===== src/hw/rtl/dcd_pkg.sv =====
// Shared types and constants for the detector candidate decoder.
`timescale 1ns / 1ps

package dcd_pkg;

    localparam int COORD_W         = 16;
    localparam int SCORE_W         = 16;
    localparam int SCALE_W         = 16;
    localparam int PAD_W           = 12;
    localparam int DIM_W           = 13;
    localparam int PIX_W           = 12;
    localparam int CLASS_W         = 9;
    localparam int POS_W           = 8;
    localparam int SCALE_FRAC_BITS = 12;
    localparam int ADDR_W          = 5;
    localparam int DATA_W          = 32;

    localparam logic [SCORE_W-1:0] RST_SCORE_THRESHOLD = 16'd16384;
    localparam logic [SCALE_W-1:0] RST_INVERSE_SCALE   = 16'd4096;
    localparam logic [PAD_W-1:0]   RST_PADDING         = 12'd0;
    localparam logic [DIM_W-1:0]   RST_IMAGE_DIM       = 13'd640;
    localparam logic [DIM_W-1:0]   DIM_MAX             = 13'd4096;

    localparam logic signed [CLASS_W-1:0] NO_CLASS = -9'sd1;

    typedef enum logic [2:0] {
        REG_SCORE_THRESHOLD    = 3'd0,
        REG_INVERSE_SCALE      = 3'd1,
        REG_PADDING_HORIZONTAL = 3'd2,
        REG_PADDING_VERTICAL   = 3'd3,
        REG_IMAGE_WIDTH        = 3'd4,
        REG_IMAGE_HEIGHT       = 3'd5
    } t_reg_idx;

    typedef struct packed {
        logic [SCORE_W-1:0] score_threshold;
        logic [SCALE_W-1:0] inverse_scale;
        logic [PAD_W-1:0]   padding_horizontal;
        logic [PAD_W-1:0]   padding_vertical;
        logic [DIM_W-1:0]   image_width;
        logic [DIM_W-1:0]   image_height;
    } t_cfg;

    typedef struct packed {
        logic signed [CLASS_W-1:0] kept_class;
        logic [SCORE_W-1:0]        kept_score;
        logic [COORD_W-1:0]        centre_x;
        logic [COORD_W-1:0]        centre_y;
        logic [COORD_W-1:0]        box_w;
        logic [COORD_W-1:0]        box_h;
    } t_cand;

endpackage


===== src/hw/rtl/dcd_if.sv =====
// Stream interfaces for candidate scores in and decoded boxes out.
`timescale 1ns / 1ps

interface dcd_cand_if;
    logic                        valid;
    logic                        ready;
    logic [dcd_pkg::COORD_W-1:0] centre_x;
    logic [dcd_pkg::COORD_W-1:0] centre_y;
    logic [dcd_pkg::COORD_W-1:0] box_w;
    logic [dcd_pkg::COORD_W-1:0] box_h;
    logic [dcd_pkg::SCORE_W-1:0] class_score;
    logic                        last_class;

    modport source (output valid, centre_x, centre_y, box_w, box_h, class_score, last_class,
                    input ready);
    modport sink   (input valid, centre_x, centre_y, box_w, box_h, class_score, last_class,
                    output ready);
endinterface

interface dcd_box_if;
    logic                               valid;
    logic                               ready;
    logic signed [dcd_pkg::CLASS_W-1:0] kept_class;
    logic [dcd_pkg::SCORE_W-1:0]        kept_score;
    logic [dcd_pkg::PIX_W-1:0]          left_px;
    logic [dcd_pkg::PIX_W-1:0]          top_px;
    logic [dcd_pkg::PIX_W-1:0]          width_px;
    logic [dcd_pkg::PIX_W-1:0]          height_px;

    modport source (output valid, kept_class, kept_score, left_px, top_px, width_px, height_px,
                    input ready);
    modport sink   (input valid, kept_class, kept_score, left_px, top_px, width_px, height_px,
                    output ready);
endinterface


===== src/hw/rtl/dcd_regs.sv =====
// APB configuration register file for the candidate decoder.
`timescale 1ns / 1ps

module dcd_regs (
    input  logic                         i_clk,
    input  logic                         i_rst_n,
    input  logic                         psel,
    input  logic                         penable,
    input  logic                         pwrite,
    input  logic [dcd_pkg::ADDR_W-1:0]   paddr,
    input  logic [dcd_pkg::DATA_W-1:0]   pwdata,
    output logic [dcd_pkg::DATA_W-1:0]   prdata,
    output logic                         pready,
    output dcd_pkg::t_cfg                o_cfg
);

    dcd_pkg::t_cfg    r_cfg;
    dcd_pkg::t_cfg    n_cfg;
    dcd_pkg::t_reg_idx w_idx;
    logic             w_wr;

    assign w_idx  = dcd_pkg::t_reg_idx'(paddr[4:2]);
    assign w_wr   = psel && penable && pwrite;
    assign pready = 1'b1;
    assign o_cfg  = r_cfg;

    always_comb begin
        n_cfg = r_cfg;
        if (w_wr) begin
            unique case (w_idx)
                dcd_pkg::REG_SCORE_THRESHOLD:
                    n_cfg.score_threshold = pwdata[dcd_pkg::SCORE_W-1:0];
                dcd_pkg::REG_INVERSE_SCALE:
                    n_cfg.inverse_scale = pwdata[dcd_pkg::SCALE_W-1:0];
                dcd_pkg::REG_PADDING_HORIZONTAL:
                    n_cfg.padding_horizontal = pwdata[dcd_pkg::PAD_W-1:0];
                dcd_pkg::REG_PADDING_VERTICAL:
                    n_cfg.padding_vertical = pwdata[dcd_pkg::PAD_W-1:0];
                dcd_pkg::REG_IMAGE_WIDTH:
                    n_cfg.image_width = pwdata[dcd_pkg::DIM_W-1:0];
                dcd_pkg::REG_IMAGE_HEIGHT:
                    n_cfg.image_height = pwdata[dcd_pkg::DIM_W-1:0];
                default: ;
            endcase
        end
    end

    always_ff @(posedge i_clk) begin
        if (!i_rst_n) begin
            r_cfg.score_threshold    <= dcd_pkg::RST_SCORE_THRESHOLD;
            r_cfg.inverse_scale      <= dcd_pkg::RST_INVERSE_SCALE;
            r_cfg.padding_horizontal <= dcd_pkg::RST_PADDING;
            r_cfg.padding_vertical   <= dcd_pkg::RST_PADDING;
            r_cfg.image_width        <= dcd_pkg::RST_IMAGE_DIM;
            r_cfg.image_height       <= dcd_pkg::RST_IMAGE_DIM;
        end else begin
            r_cfg <= n_cfg;
        end
    end

    always_comb begin
        unique case (w_idx)
            dcd_pkg::REG_SCORE_THRESHOLD:
                prdata = dcd_pkg::DATA_W'(r_cfg.score_threshold);
            dcd_pkg::REG_INVERSE_SCALE:
                prdata = dcd_pkg::DATA_W'(r_cfg.inverse_scale);
            dcd_pkg::REG_PADDING_HORIZONTAL:
                prdata = dcd_pkg::DATA_W'(r_cfg.padding_horizontal);
            dcd_pkg::REG_PADDING_VERTICAL:
                prdata = dcd_pkg::DATA_W'(r_cfg.padding_vertical);
            dcd_pkg::REG_IMAGE_WIDTH:
                prdata = dcd_pkg::DATA_W'(r_cfg.image_width);
            dcd_pkg::REG_IMAGE_HEIGHT:
                prdata = dcd_pkg::DATA_W'(r_cfg.image_height);
            default:
                prdata = '0;
        endcase
    end

endmodule


===== src/hw/rtl/dcd_argmax.sv =====
// Running class argmax and candidate register with threshold check.
`timescale 1ns / 1ps

module dcd_argmax #(
    parameter int MAX_CLASSES = 256
) (
    input  logic           i_clk,
    input  logic           i_rst_n,
    dcd_cand_if.sink       i_cand,
    input  dcd_pkg::t_cfg  i_cfg,
    input  logic           i_a_free,
    output logic           o_va,
    output dcd_pkg::t_cand o_cand
);

    logic [dcd_pkg::SCORE_W-1:0]        r_best_score, n_best_score;
    logic signed [dcd_pkg::CLASS_W-1:0] r_best_class, n_best_class;
    logic [dcd_pkg::POS_W-1:0]          r_pos, n_pos;
    logic                               r_va, n_va;
    dcd_pkg::t_cand                     r_cand, n_cand;

    logic                               w_acc;
    logic                               w_upd;
    logic [dcd_pkg::SCORE_W-1:0]        w_cur_score;
    logic signed [dcd_pkg::CLASS_W-1:0] w_cur_class;
    logic [dcd_pkg::POS_W:0]            w_pos_inc;

    assign i_cand.ready = i_a_free;
    assign w_acc        = i_cand.valid && i_a_free;
    assign w_upd        = i_cand.class_score > r_best_score;
    assign w_cur_score  = w_upd ? i_cand.class_score : r_best_score;
    assign w_cur_class  = w_upd ? $signed({1'b0, r_pos}) : r_best_class;
    assign w_pos_inc    = {1'b0, r_pos} + (dcd_pkg::POS_W+1)'(1);

    always_comb begin
        n_best_score = r_best_score;
        n_best_class = r_best_class;
        n_pos        = r_pos;
        n_va         = r_va;
        n_cand       = r_cand;
        if (i_a_free) begin
            n_va = 1'b0;
        end
        if (w_acc) begin
            if (i_cand.last_class) begin
                n_best_score = '0;
                n_best_class = dcd_pkg::NO_CLASS;
                n_pos        = '0;
                n_va         = w_cur_score >= i_cfg.score_threshold;
                n_cand.kept_class = w_cur_class;
                n_cand.kept_score = w_cur_score;
                n_cand.centre_x   = i_cand.centre_x;
                n_cand.centre_y   = i_cand.centre_y;
                n_cand.box_w      = i_cand.box_w;
                n_cand.box_h      = i_cand.box_h;
            end else begin
                n_best_score = w_cur_score;
                n_best_class = w_cur_class;
                n_pos = (w_pos_inc >= (dcd_pkg::POS_W+1)'(MAX_CLASSES)) ? '0
                                                                      : w_pos_inc[dcd_pkg::POS_W-1:0];
            end
        end
    end

    always_ff @(posedge i_clk) begin
        if (!i_rst_n) begin
            r_best_score <= '0;
            r_best_class <= dcd_pkg::NO_CLASS;
            r_pos        <= '0;
            r_va         <= 1'b0;
        end else begin
            r_best_score <= n_best_score;
            r_best_class <= n_best_class;
            r_pos        <= n_pos;
            r_va         <= n_va;
        end
    end

    always_ff @(posedge i_clk) begin
        r_cand <= n_cand;
    end

    assign o_va   = r_va;
    assign o_cand = r_cand;

    a_zero_score_no_class: assert property (@(posedge i_clk) disable iff (!i_rst_n)
        (r_best_score == '0) == (r_best_class == dcd_pkg::NO_CLASS))
        else $error("running best class disagrees with running best score");

    a_close_clears: assert property (@(posedge i_clk) disable iff (!i_rst_n)
        w_acc && i_cand.last_class |=> r_best_score == '0 && r_pos == '0)
        else $error("candidate close did not clear running argmax");

endmodule


===== src/hw/rtl/dcd_box.sv =====
// Box decode: corner products, clamp to image, pixel truncation, result register.
`timescale 1ns / 1ps

module dcd_box #(
    parameter int COORD_FRAC_BITS = 4
) (
    input  logic           i_clk,
    input  logic           i_rst_n,
    input  dcd_pkg::t_cfg  i_cfg,
    input  logic           i_va,
    input  dcd_pkg::t_cand i_cand,
    output logic           o_a_free,
    dcd_box_if.source      o_box
);

    localparam int OFF_W = dcd_pkg::PAD_W + COORD_FRAC_BITS;
    localparam int CW    = ((OFF_W > 18) ? OFF_W : 18) + 2;
    localparam int MW    = dcd_pkg::SCALE_W + 1;
    localparam int PW    = CW + MW;
    localparam int PF    = COORD_FRAC_BITS + 1 + dcd_pkg::SCALE_FRAC_BITS;
    localparam int EW    = dcd_pkg::PIX_W + PF;

    logic w_out_free, w_b_free;

    logic                               r_vb;
    logic signed [dcd_pkg::CLASS_W-1:0] r_b_class;
    logic [dcd_pkg::SCORE_W-1:0]        r_b_score;
    logic signed [PW-1:0]               r_px1, r_px2, r_py1, r_py2;
    logic signed [PW-1:0]               n_px1, n_px2, n_py1, n_py2;

    logic                               r_ov, n_ov;
    logic signed [dcd_pkg::CLASS_W-1:0] r_class;
    logic [dcd_pkg::SCORE_W-1:0]        r_score;
    logic [dcd_pkg::PIX_W-1:0]          r_left, r_top, r_width, r_height;
    logic [dcd_pkg::PIX_W-1:0]          n_left, n_top, n_width, n_height;

    logic [CW-1:0] w_x1, w_x2, w_y1, w_y2, w_offx, w_offy;
    logic signed [PW-1:0] w_inv;

    logic [dcd_pkg::PIX_W-1:0] w_wm1, w_hm1;
    logic [EW-1:0] w_ex1, w_ex2, w_ey1, w_ey2, w_dx, w_dy;

    function automatic logic [dcd_pkg::PIX_W-1:0] dim_m1(input logic [dcd_pkg::DIM_W-1:0] d);
        logic [dcd_pkg::DIM_W-1:0] e;
        e = (d == '0) ? dcd_pkg::DIM_W'(1) : ((d > dcd_pkg::DIM_MAX) ? dcd_pkg::DIM_MAX : d);
        return dcd_pkg::PIX_W'(e - dcd_pkg::DIM_W'(1));
    endfunction

    function automatic logic [EW-1:0] clamp(input logic signed [PW-1:0] v,
                                            input logic [dcd_pkg::PIX_W-1:0] m1);
        logic [PW-1:0] hi;
        hi = PW'(m1) << PF;
        if (v < 0) begin
            return '0;
        end else if ($unsigned(v) > hi) begin
            return EW'(hi);
        end else begin
            return EW'($unsigned(v));
        end
    endfunction

    assign w_out_free = !r_ov || o_box.ready;
    assign w_b_free   = !r_vb || w_out_free;
    assign o_a_free   = !i_va || w_b_free;

    // corners at F+1 fraction bits, half padding removed
    assign w_offx = CW'(i_cfg.padding_horizontal[dcd_pkg::PAD_W-1:1]) << (COORD_FRAC_BITS + 1);
    assign w_offy = CW'(i_cfg.padding_vertical[dcd_pkg::PAD_W-1:1]) << (COORD_FRAC_BITS + 1);
    assign w_x1 = CW'({i_cand.centre_x, 1'b0}) - CW'(i_cand.box_w) - w_offx;
    assign w_x2 = CW'({i_cand.centre_x, 1'b0}) + CW'(i_cand.box_w) - w_offx;
    assign w_y1 = CW'({i_cand.centre_y, 1'b0}) - CW'(i_cand.box_h) - w_offy;
    assign w_y2 = CW'({i_cand.centre_y, 1'b0}) + CW'(i_cand.box_h) - w_offy;
    assign w_inv = PW'($signed({1'b0, i_cfg.inverse_scale}));

    assign n_px1 = PW'($signed(w_x1)) * w_inv;
    assign n_px2 = PW'($signed(w_x2)) * w_inv;
    assign n_py1 = PW'($signed(w_y1)) * w_inv;
    assign n_py2 = PW'($signed(w_y2)) * w_inv;

    always_ff @(posedge i_clk) begin
        if (!i_rst_n) begin
            r_vb <= 1'b0;
        end else if (w_b_free) begin
            r_vb <= i_va;
        end
    end

    always_ff @(posedge i_clk) begin
        if (w_b_free) begin
            r_b_class <= i_cand.kept_class;
            r_b_score <= i_cand.kept_score;
            r_px1     <= n_px1;
            r_px2     <= n_px2;
            r_py1     <= n_py1;
            r_py2     <= n_py2;
        end
    end

    assign w_wm1 = dim_m1(i_cfg.image_width);
    assign w_hm1 = dim_m1(i_cfg.image_height);
    assign w_ex1 = clamp(r_px1, w_wm1);
    assign w_ex2 = clamp(r_px2, w_wm1);
    assign w_ey1 = clamp(r_py1, w_hm1);
    assign w_ey2 = clamp(r_py2, w_hm1);
    assign w_dx  = (w_ex2 > w_ex1) ? w_ex2 - w_ex1 : '0;
    assign w_dy  = (w_ey2 > w_ey1) ? w_ey2 - w_ey1 : '0;

    assign n_left   = w_ex1[PF +: dcd_pkg::PIX_W];
    assign n_top    = w_ey1[PF +: dcd_pkg::PIX_W];
    assign n_width  = w_dx[PF +: dcd_pkg::PIX_W];
    assign n_height = w_dy[PF +: dcd_pkg::PIX_W];

    always_comb begin
        n_ov = r_ov;
        if (w_out_free) begin
            n_ov = r_vb && (n_width > dcd_pkg::PIX_W'(1)) && (n_height > dcd_pkg::PIX_W'(1));
        end
    end

    always_ff @(posedge i_clk) begin
        if (!i_rst_n) begin
            r_ov <= 1'b0;
        end else begin
            r_ov <= n_ov;
        end
    end

    always_ff @(posedge i_clk) begin
        if (w_out_free) begin
            r_class  <= r_b_class;
            r_score  <= r_b_score;
            r_left   <= n_left;
            r_top    <= n_top;
            r_width  <= n_width;
            r_height <= n_height;
        end
    end

    assign o_box.valid      = r_ov;
    assign o_box.kept_class = r_class;
    assign o_box.kept_score = r_score;
    assign o_box.left_px    = r_left;
    assign o_box.top_px     = r_top;
    assign o_box.width_px   = r_width;
    assign o_box.height_px  = r_height;

    a_min_size: assert property (@(posedge i_clk) disable iff (!i_rst_n)
        r_ov |-> r_width > dcd_pkg::PIX_W'(1) && r_height > dcd_pkg::PIX_W'(1))
        else $error("emitted box narrower than two pixels");

    a_result_source: assert property (@(posedge i_clk) disable iff (!i_rst_n)
        $rose(r_ov) |-> $past(r_vb))
        else $error("result appeared without a product stage candidate");

endmodule


===== src/hw/rtl/detector_candidate_decode.sv =====
// Top level of the detector candidate decoder: class argmax and box decode.
//
//   channel  dir  transfer    payload
//   i_cand   in   valid/ready centre_x centre_y box_w box_h class_score last_class
//   o_box    out  valid/ready kept_class kept_score left_px top_px width_px height_px
//   apb      in   psel/penable/pwrite, pready tied high; six config registers at 4*i
//
// One class score is taken per cycle while i_cand.ready is high; the running argmax closes
// in the cycle of the transfer. After the last score of its candidate, a result passes through
// three registers: candidate register, corner product register, result register.
// Synchronous active-low reset clears valid bits and argmax state and loads config defaults.
// With o_box.ready low the three stages fill; i_cand.ready falls only when all hold.
`timescale 1ns / 1ps

module detector_candidate_decode #(
    parameter int MAX_CLASSES     = 256,
    parameter int COORD_FRAC_BITS = 4
) (
    input  logic                       i_clk,
    input  logic                       i_rst_n,
    dcd_cand_if.sink                   i_cand,
    dcd_box_if.source                  o_box,
    input  logic                       psel,
    input  logic                       penable,
    input  logic                       pwrite,
    input  logic [dcd_pkg::ADDR_W-1:0] paddr,
    input  logic [dcd_pkg::DATA_W-1:0] pwdata,
    output logic [dcd_pkg::DATA_W-1:0] prdata,
    output logic                       pready
);

    dcd_pkg::t_cfg  w_cfg;
    dcd_pkg::t_cand w_cand;
    logic           w_va;
    logic           w_a_free;

    dcd_regs u_regs (
        .i_clk   (i_clk),
        .i_rst_n (i_rst_n),
        .psel    (psel),
        .penable (penable),
        .pwrite  (pwrite),
        .paddr   (paddr),
        .pwdata  (pwdata),
        .prdata  (prdata),
        .pready  (pready),
        .o_cfg   (w_cfg)
    );

    dcd_argmax #(
        .MAX_CLASSES (MAX_CLASSES)
    ) u_argmax (
        .i_clk    (i_clk),
        .i_rst_n  (i_rst_n),
        .i_cand   (i_cand),
        .i_cfg    (w_cfg),
        .i_a_free (w_a_free),
        .o_va     (w_va),
        .o_cand   (w_cand)
    );

    dcd_box #(
        .COORD_FRAC_BITS (COORD_FRAC_BITS)
    ) u_box (
        .i_clk    (i_clk),
        .i_rst_n  (i_rst_n),
        .i_cfg    (w_cfg),
        .i_va     (w_va),
        .i_cand   (w_cand),
        .o_a_free (w_a_free),
        .o_box    (o_box)
    );

endmodule

===== src/flat_wrapper.sv =====
// flat-port wrapper written by rule: the top's interface ports become plain ports
module detector_candidate_decode_flat 
#(
    parameter int MAX_CLASSES     = 256,
    parameter int COORD_FRAC_BITS = 4
)
  (i_clk, i_rst_n, psel, penable, pwrite, paddr, pwdata, prdata, pready, i_cand_valid, i_cand_centre_x, i_cand_centre_y, i_cand_box_w, i_cand_box_h, i_cand_class_score, i_cand_last_class, i_cand_ready, o_box_valid, o_box_kept_class, o_box_kept_score, o_box_left_px, o_box_top_px, o_box_width_px, o_box_height_px, o_box_ready);
  dcd_cand_if i_cand_i ();
  dcd_box_if o_box_i ();
  input  logic i_clk;
  input  logic i_rst_n;
  input  logic psel;
  input  logic penable;
  input  logic pwrite;
  input  logic [dcd_pkg::ADDR_W-1:0] paddr;
  input  logic [dcd_pkg::DATA_W-1:0] pwdata;
  output logic [dcd_pkg::DATA_W-1:0] prdata;
  output logic pready;
  input wire logic [$bits(i_cand_i.valid)-1:0] i_cand_valid;
  input wire logic [$bits(i_cand_i.centre_x)-1:0] i_cand_centre_x;
  input wire logic [$bits(i_cand_i.centre_y)-1:0] i_cand_centre_y;
  input wire logic [$bits(i_cand_i.box_w)-1:0] i_cand_box_w;
  input wire logic [$bits(i_cand_i.box_h)-1:0] i_cand_box_h;
  input wire logic [$bits(i_cand_i.class_score)-1:0] i_cand_class_score;
  input wire logic [$bits(i_cand_i.last_class)-1:0] i_cand_last_class;
  output wire logic [$bits(i_cand_i.ready)-1:0] i_cand_ready;
  output wire logic [$bits(o_box_i.valid)-1:0] o_box_valid;
  output wire logic [$bits(o_box_i.kept_class)-1:0] o_box_kept_class;
  output wire logic [$bits(o_box_i.kept_score)-1:0] o_box_kept_score;
  output wire logic [$bits(o_box_i.left_px)-1:0] o_box_left_px;
  output wire logic [$bits(o_box_i.top_px)-1:0] o_box_top_px;
  output wire logic [$bits(o_box_i.width_px)-1:0] o_box_width_px;
  output wire logic [$bits(o_box_i.height_px)-1:0] o_box_height_px;
  input wire logic [$bits(o_box_i.ready)-1:0] o_box_ready;
  assign i_cand_i.valid = i_cand_valid;
  assign i_cand_i.centre_x = i_cand_centre_x;
  assign i_cand_i.centre_y = i_cand_centre_y;
  assign i_cand_i.box_w = i_cand_box_w;
  assign i_cand_i.box_h = i_cand_box_h;
  assign i_cand_i.class_score = i_cand_class_score;
  assign i_cand_i.last_class = i_cand_last_class;
  assign i_cand_ready = i_cand_i.ready;
  assign o_box_valid = o_box_i.valid;
  assign o_box_kept_class = o_box_i.kept_class;
  assign o_box_kept_score = o_box_i.kept_score;
  assign o_box_left_px = o_box_i.left_px;
  assign o_box_top_px = o_box_i.top_px;
  assign o_box_width_px = o_box_i.width_px;
  assign o_box_height_px = o_box_i.height_px;
  assign o_box_i.ready = o_box_ready;
  detector_candidate_decode #(.MAX_CLASSES(MAX_CLASSES), .COORD_FRAC_BITS(COORD_FRAC_BITS)) u_core (.i_clk(i_clk), .i_rst_n(i_rst_n), .i_cand(i_cand_i), .o_box(o_box_i), .psel(psel), .penable(penable), .pwrite(pwrite), .paddr(paddr), .pwdata(pwdata), .prdata(prdata), .pready(pready));
endmodule

===== config.mk =====
export PLATFORM = sky130hd
export DESIGN_NAME = detector_candidate_decode_flat
export DESIGN_NICKNAME = d
export VERILOG_FILES = /design/src/hw/rtl/dcd_pkg.sv /design/src/hw/rtl/dcd_if.sv /design/src/hw/rtl/dcd_regs.sv /design/src/hw/rtl/dcd_argmax.sv /design/src/hw/rtl/dcd_box.sv /design/src/hw/rtl/detector_candidate_decode.sv /design/src/flat_wrapper.sv
export SDC_FILE = /design/constraint.sdc
export NUM_CORES = 2
export LEC_CHECK = 0
export ABC_AREA = 1
export BUFFER_PORTS_ARGS = -buffer_cell sky130_fd_sc_hd__buf_2
export CAP_MARGIN = 20
export CORE_AREA = 2 2 505 507
export DETAILED_ROUTE_END_ITERATION = 16
export DIE_AREA = 0 0 507 509
export SLEW_MARGIN = 20
export SYNTH_ARGS = -nofsm -noshare
export SYNTH_HDL_FRONTEND = slang
export SYNTH_SLANG_ARGS = --single-unit

===== constraint.sdc =====
create_clock -name i_clk -period 19 [get_ports i_clk]
set_clock_uncertainty 0.2 [all_clocks]
set_input_delay 0 -clock i_clk [delete_from_list [all_inputs] [get_ports i_clk]]
set_output_delay 0 -clock i_clk [all_outputs]
set_load 0.02 [all_outputs]

==> results.md <==
* Residual DRC count at 0
* Die span in y at 509 um
* Final Util at 32.3%
* Hold Path Depth at 4
* Worst Max-Slew Pin Slew at 1.10 ns
* Delay-heaviest family, CP: adder cells
* Clock tree root buffer cell: clkbuf_16
* Crit-path slowest cell: ha_1
* Mapped Cells at 8723
* Multi-input gate area at 0.0514 mm^2
* Gp weighted congestion at 0.939
* Netlist cell types at 67
* Minimum clock period at 10.77 ns
* Worst-path maximum fanout at 17
* Worst min path class: input pin to flop
* Tcrit/Tclk final at 56.7%
* Seq. cell area at 0.0123 mm^2
* Vias per cell at 4.63
* Register bit total from synthesis at 447
* Pins Over Slew Limit at 0
* Status: finished clean
* Worst path max stage delay at 0.79 ns
* Number of fill cells at 26600
* Avg Cell Area, Syn at 8.36 um^2
* Mapped cell area at 0.0730 mm^2
* Drt wl/cell at 17.6 um
* Clk_lat worst skew at 0.74 ns
* Fraction of layout cells with a size suffix above 1 at 5.79%
* Initial antenna violation count at 9
* Pwr/cell area at 78.3 mW/mm^2
* Synth warn at 0
* CTS Buf Count at 55
* Critical path buffer and inverter count at 8
* CP Capture Type: flop
* DR iter-0 viols at 4357
* Clock slew seen by the registers of the worst setup and hold paths at 0.06 ns
* Longest Clk Path Bufs at 3
* Drt first pass iters at 6
* Initial Util at 28.9%
* Setup bufs post-CTS at 0
* CTS sink count at 447
* Most frequent cells in the layout: 2170 x inv_1, 1545 x nand2_1, 1256 x fa_1, 741 x nor2_1, 595 x ha_1
* Core area at 0.253 mm^2
* Setup WS post-layout at 8.23 ns
* EDFF count, synth at 329
* Ys async rst share at 0%
* Die area at 0.258 mm^2
* Hold Violations, Final at 0
* CP Launch Type: flop
* Total grt overflow at 0
* Main synth FF type: edfxtp_1
* DP Worst Slack at 8.41 ns
* Max Fclk at 92.8 MHz
* Largest net degree at the start of global routing at 81
* Num rows at 185
* Nets at 11000
* Unrepaired setup endpoints after global routing: false
* Crit path top cell by count: nand2_1
* DR vias at 57500
* Overall Global Routing Usage at 17.1%
* Crit. path cell count at 42
* Num ports at 233
* Arrival @ worst endpoint at 11.01 ns
* Most common cell after layout, fill and taps aside: inv_1
* P&R area growth vs syn at 12.1%
* Final setup TNS at 0 ns
* CTS tree: yes
* Chip width at 507 um
* Routed Antenna Nets at 0
* Finish-stage setup viols at 0
* First-pass GRT wire length at 341000 um
* VDD IR max at 0.0694 mV
* Input/output buffers at 197
* Cells on worst reg2reg path at 42
* Leakage at 39.7 nW
* CP Data Required Time at 19.23 ns
* DRT Wirelength at 219000 um
* Vias in the first global route at 58100
* Final hold slack at 0.0377 ns
* Worst relative slew slack at 26.1%
* Max Cap Viol at 0
* Detailed placement HPWL at 178000 um
* H-tree depth at 2
* Post_cts resized at 0
* Setup Crit Path Kind: flop to flop
* Seq/Total Area, Yosys at 16.8%
## power by group
part / internal, W / switching (W) / total [W]
registers: 0.00131 / 0.000119 / 0.00143
clock network: 0.000692 / 0.000486 / 0.00118
logic: 0.00120 / 0.00259 / 0.00379
## logic make-up (layout without fill, tap and decap cells)
kind of cell | count (synthesis) | in the layout | synth area share (%)
AO/OA/AOI/OAI | 913 | 913 | 7.01
XOR/XNOR | 207 | 207 | 2.48
adder cells (fa/ha/maj) | 1851 | 1851 | 44.7
buffers and inverters | 2471 | 2782 | 12.9
flip-flops | 447 | 447 | 16.8
other | 2 | 20 | 0.0103
AND/OR/NAND/NOR | 2832 | 2832 | 16.1
## routing by layer
metal  track usage, %  vias up  share of wire [%]  routed length [um]
met3             2.77      301                7.5               16500
met5                0        -              0.012                  27
met4             6.03        4                3.8                8420
li1                 -    26900                  -                   -
met1             23.5    28400                 44               96500
met2             27.1     1929                 45               97700
## worst paths after layout
path / startpoint / to / slack [ns]
worst min-delay path: i_cand_class_score[4] / u_core.u_argmax.o_cand[68] / 0.04
worst max-delay path: u_core.u_argmax.o_cand[1] / u_core.u_box.r_py1[32] / 8.23
worst max register to register: u_core.u_argmax.o_cand[1] / u_core.u_box.r_py1[32] / 8.23
worst min register to register: u_core.u_argmax.o_cand[64] / u_core.u_box.r_b_score[0] / 0.22
## synthesized netlist by cell type, drive strengths merged (21+ instances only)
cell type / n / area [um^2]
inv: 2180 / 8190
nand2: 1561 / 5920
fa: 1256 / 25100
nor2: 755 / 2920
ha: 595 / 7440
a21oi: 451 / 2270
edfxtp: 329 / 9880
nand3: 258 / 1340
o21ai: 253 / 1270
clkbuf: 205 / 769
xor2: 120 / 1050
dfxtp: 118 / 2360
xnor2: 87 / 762
nor3: 81 / 410
or2: 81 / 507
buf: 59 / 392
nand4: 47 / 300
a31oi: 35 / 219
clkinv: 27 / 101
nor4: 24 / 150
o21bai: 21 / 158
## worst register-to-register path: cells and delay by family (launching register included)
family	cells	cell delay, ns
AO/OA/AOI/OAI	12	2.44
XOR/XNOR	2	0.35
adder cells (fa/ha/maj)	9	4.73
buffers and inverters	8	0.86
flip-flops	1	0.49
AND/OR/NAND/NOR	11	1.46
## layout make-up
type | instances | area share [%]
multi-input cells | 5820 | 62.9
flip-flops and latches | 447 | 15.0
inverters | 2207 | 10.1
well taps | 3366 | 5.15
repair buffers | 472 | 4.35
clock buffers | 62 | 1.77
clock inverters | 41 | 0.709
diodes | 3 | 0.00918
## state kept, by name, summed over array words and instances, names as in the netlist, 12 cells and up
signal and count:
u_core.u_regs.o_cfg 82, u_core.u_argmax.r_best_score 16, u_core.u_box.o_box.width_px 12, u_core.u_argmax.o_cand 89, u_core.u_box.r_px2 35, u_core.u_box.o_box.top_px 12, u_core.u_box.r_py1 36, u_core.u_box.r_py2 35
u_core.u_box.o_box.height_px 12, u_core.u_box.r_px1 36, u_core.u_box.o_box.kept_score 16, u_core.u_box.o_box.left_px 12, u_core.u_box.r_b_score 16
## through the flow
step                      area [um^2]  std cells  total power [W]
final                           81800      12400          0.00640
after global routing            81800      12400          0.00695
after CTS                       81800      12400          0.00640
after detailed placement        77700      12100          0.00517
after global placement          77700      12100          0.00515
after floorplan                 73000       8738          0.00396
## repair_timing
action                     CTS  global route
hold buffers               201             0
setup endpoints to repair    0             0
hold endpoints to repair   280             0
(Power assumes the default switching activity.)
